<file path="config.mk">
export PLATFORM = sky130hd
export DESIGN_NAME = pngunf_out_buf
export DESIGN_NICKNAME = d
export VERILOG_FILES = /design/src/hw/rtl/pngunf_pkg.sv /design/src/hw/rtl/pngunf_out_buf.sv
export SDC_FILE = /design/constraint.sdc
export NUM_CORES = 1
export LEC_CHECK = 0
export BUFFER_PORTS_ARGS = -buffer_cell sky130_fd_sc_hd__buf_2
export CAP_MARGIN = 0
export CELL_PAD_IN_SITES_DETAIL_PLACEMENT = 1
export CELL_PAD_IN_SITES_GLOBAL_PLACEMENT = 2
export CORE_ASPECT_RATIO = 1.75
export CORE_MARGIN = 3
export CORE_UTILIZATION = 39
export CTS_BUF_LIST = sky130_fd_sc_hd__clkbuf_2 sky130_fd_sc_hd__clkbuf_4 sky130_fd_sc_hd__clkbuf_8
export CTS_CLUSTER_DIAMETER = 80
export DETAILED_ROUTE_END_ITERATION = 6
export GPL_TIMING_DRIVEN = 1
export PLACE_DENSITY = 0.82
export SYNTH_ARGS = -nofsm -noshare
export SYNTH_HDL_FRONTEND = slang
export SYNTH_SLANG_ARGS = --single-unit
</file>
<file path="constraint.sdc">
create_clock -name i_clk -period 4.1 [get_ports i_clk]
set_clock_uncertainty 0.15 [all_clocks]
set_input_delay 0.82 -clock i_clk [delete_from_list [all_inputs] [get_ports i_clk]]
set_output_delay 0.82 -clock i_clk [all_outputs]
set_load 0.05 [all_outputs]
</file>
<file path="src/hw/rtl/pngunf_pkg.sv">
// shared types, constants and the paeth predictor for the png scanline unfilter
// no dependencies
`default_nettype none

package pngunf_pkg;

    localparam int unsigned MAX_ROW_BYTES_DEF   = 8192;
    localparam int unsigned MAX_PIXEL_BYTES_DEF = 8;

    // configuration register indexes
    localparam logic [1:0] CFG_BYTES_PER_PIXEL = 2'd0;
    localparam logic [1:0] CFG_ROW_BYTES       = 2'd1;
    localparam logic [1:0] CFG_IMAGE_ROWS      = 2'd2;

    localparam int unsigned CFG_DATA_W = 16;

    typedef enum logic [2:0] {
        FLT_NONE  = 3'd0,
        FLT_SUB   = 3'd1,
        FLT_UP    = 3'd2,
        FLT_AVG   = 3'd3,
        FLT_PAETH = 3'd4
    } t_filter;

    typedef struct packed {
        logic [7:0] pixel_byte;
        logic       row_end;
        logic       image_end;
        logic       bad_filter;
    } t_result;

    // paeth predictor, ties go to a, then b, then c
    function automatic logic [7:0] paeth_pred(input logic [7:0] a, input logic [7:0] b,
                                              input logic [7:0] c);
        logic signed [10:0] sa;
        logic signed [10:0] sb;
        logic signed [10:0] sc;
        logic signed [10:0] ta;
        logic signed [10:0] tb;
        logic signed [10:0] tc;
        logic [10:0]        da;
        logic [10:0]        db;
        logic [10:0]        dc;
        logic [7:0]         res;
        sa = signed'({3'b000, a});
        sb = signed'({3'b000, b});
        sc = signed'({3'b000, c});
        ta = sb - sc;
        tb = sa - sc;
        tc = sa + sb - sc - sc;
        da = (ta < 0) ? 11'(-ta) : 11'(ta);
        db = (tb < 0) ? 11'(-tb) : 11'(tb);
        dc = (tc < 0) ? 11'(-tc) : 11'(tc);
        if (da <= db && da <= dc) begin
            res = a;
        end else if (db <= dc) begin
            res = b;
        end else begin
            res = c;
        end
        return res;
    endfunction

endpackage

`default_nettype wire

</file>
<file path="src/hw/rtl/pngunf_out_buf.sv">
// output register with a one-entry skid stage
// depends on pngunf_pkg for the result struct
`default_nettype none

module pngunf_out_buf
    import pngunf_pkg::*;
(
    input  wire logic    i_clk,
    input  wire logic    i_rst_n,
    input  wire logic    i_push,
    input  wire t_result i_data,
    output logic         o_full,
    output logic         o_valid,
    input  wire logic    i_stall,
    output t_result      o_data
);

    logic    r_out_valid;
    logic    r_skid_valid;
    t_result r_out;
    t_result r_skid;
    logic    take;

    assign take = r_out_valid && !i_stall;

    always_ff @(posedge i_clk) begin
        if (!i_rst_n) begin
            r_out_valid  <= 1'b0;
            r_skid_valid <= 1'b0;
        end else begin
            // a push only arrives while the skid stage is empty
            if (i_push) begin
                if (!r_out_valid || take) begin
                    r_out_valid <= 1'b1;
                end else begin
                    r_skid_valid <= 1'b1;
                end
            end else if (take) begin
                r_out_valid  <= r_skid_valid;
                r_skid_valid <= 1'b0;
            end
        end
    end

    always_ff @(posedge i_clk) begin
        if (i_push) begin
            if (!r_out_valid || take) begin
                r_out <= i_data;
            end else begin
                r_skid <= i_data;
            end
        end else if (take && r_skid_valid) begin
            r_out <= r_skid;
        end
    end

    assign o_full  = r_skid_valid;
    assign o_valid = r_out_valid;
    assign o_data  = r_out;

endmodule

`default_nettype wire

</file>
==> flow_metrics.tcl <==
set metrics [dict create \
    run_status "completed" \
    crit_buf_inv 1 \
    port-buffer-count 27 \
    dieWidth_um 43.1 \
    num-nets-final 95 \
    crit_path_cell_trace "buf_2" \
    io_pins 28 \
    dp_cells 99 \
    yosysTopAreaCellShare 0.702 \
    synth.largest_area_cell "edfxtp_1" \
    r2r_cells 3 \
    cts.reportedPaths.clkPinSlew_ps 130 \
    finalSetupViolations 0 \
    fin_util 0.508 \
    r2r_end "o_data[3]$_DFFE_PP_" \
    clk_latency_ps 320 \
    drtAntennaViolNets 0 \
    cts_max_level 1 \
    final_common_cell "buf_2" \
    worstHoldPathType "register to register" \
    finalMaxSlewViolations 0 \
    cts_tree "yes" \
    min_from "o_full$_SDFFE_PN0P_" \
    syn_inst 49 \
    post-route-min-period_ps 2050 \
    grt_usage 0.108 \
    numCtsBuffers 3 \
    reg2reg_from "o_valid$_SDFFE_PN0P_" \
    drc_errors 0 \
    worst_slew_pin_slew_ps 367 \
    fmax_ghz 0.489 \
    yosysSeqAreaShare 0.745 \
    rsz0062_at_grt "no" \
    slew_headroom 0.755 \
    drive_above_1_share 0.557 \
    ctsResizeCount 0 \
    timing.hold.ws_ps 392 \
    first_global_vias 518 \
    first_iter_violations 1 \
    start_util 0.427 \
    peakVddDrop_uv 197 \
    overflow 0 \
    arrival_ps 1080 \
    place.gp.congestion 0.612 \
    dr_total_vias 506 \
    postSynthAreaPerCell_um2 19.2 \
    cp.required_ps 3130 \
    antenna_found_initial 0 \
    final_cell_mix "buf_2 (27), edfxtp_1 (22), mux2_4 (6)" \
    setup_slack_ps 2050 \
    stdcell_count 103 \
    path_delay_family "flip-flops" \
    total_power_mw 0.482 \
    rows 22 \
    dieHeight_um 71.0 \
    die-area_um2 3060 \
    yosysWarnings 0 \
    holdBufCountCts 0 \
    crit_fanout 7 \
    slowest_delay_ps 450 \
    yosys-top-cells-area "edfxtp_1 (70%), mux2_4 (9.6%), mux2_2 (6.0%)" \
    placed_area_um2 1080 \
    design_area_um2 1120 \
    wirelength_um 1470 \
    critPathKind "register to output port" \
    wl_per_cell_um 14.2 \
    start_kind "register" \
    critical_path_depth 1 \
    finalCritPeriodShare 0.499 \
    p_per_area_nw_per_um2 431 \
    preCtsSetupSlack_ps 2030 \
    grt_pass1_wl_um 2460 \
    routed_via_density 4.91 \
    p_leak_nw 0.455 \
    area_growth_pct 18.9 \
    post_cts_buffers 0 \
    clockBufferDepth 2 \
    max_cap_violations 0 \
    setup_tns_ps 0 \
    ys_ff_latch 24 \
    cts_sinks 24 \
    drtPass1Iterations 2 \
    root_buffer "clkbuf_4" \
    reg2reg_slack_ps 2760 \
    crit_path_top_delay_cell "dfxtp_1" \
    whs_endpoint "o_full$_SDFFE_PN0P_" \
    hold_viol 0 \
    synthDistinctLibCells 13 \
    grt_max_degree 16 \
    syn-cell-area_um2 941 \
    endpoint_kind "output port" \
    diodes 0 \
    syn_nets 64 \
    min_path_cells 2 \
    coreArea_um2 2200 \
]
-- worst max path at each step --
stage                               startpoint                  end
final                     o_valid$_SDFFE_PN0P_              o_valid
after global routing      o_valid$_SDFFE_PN0P_              o_valid
after CTS                 o_valid$_SDFFE_PN0P_              o_valid
after detailed placement                i_push  r_skid[2]$_DFFE_PP_
after global placement                  i_push  r_skid[1]$_DFFE_PP_
after floorplan                         i_push  o_data[0]$_DFFE_PP_
-- where the power goes --
part | switching, mW | leakage [nW] | internal [mW]
registers | 0.00406 | 0.223 | 0.281
logic | 0.0500 | 0.211 | 0.0226
clock network | 0.0703 | 0.0210 | 0.0544
-- flip-flops by register name (all words and copies together), names as in the netlist --
name / flops
o_full: 1
o_valid: 1
r_skid: 11
o_data: 11
-- synth_stat cells (all sizes together) --
cell type,instances
a21oi,4
and3,1
o32ai,1
inv,3
dfxtp,2
nor2b,1
nand2,1
mux2,11
o21ai,1
edfxtp,22
buf,2
-- final cells by class --
class / instances / area [um2]
Fill cell: 232 / 1080
Sequential cell: 24 / 701
Multi-Input combinational cell: 20 / 198
Timing Repair Buffer: 28 / 143
Clock buffer: 4 / 36.3
Tap cell: 24 / 30.0
Inverter: 3 / 11.3
-- logic make-up after synthesis --
kind of cell / share of synthesized area
flops: 0.745
buf+inv: 0.0452
simple gates: 0.0186
compound gates: 0.0359
mux: 0.156
-- layer usage --
| metal | global-route usage | wire, um |
|---|---|---|
| met4 | 0.0906 | 55 |
| met2 | 0.161 | 711 |
| met5 | 0 | 0 |
| met3 | 0.0204 | 106 |
| met1 | 0.129 | 594 |
(Power assumes the default switching activity.)
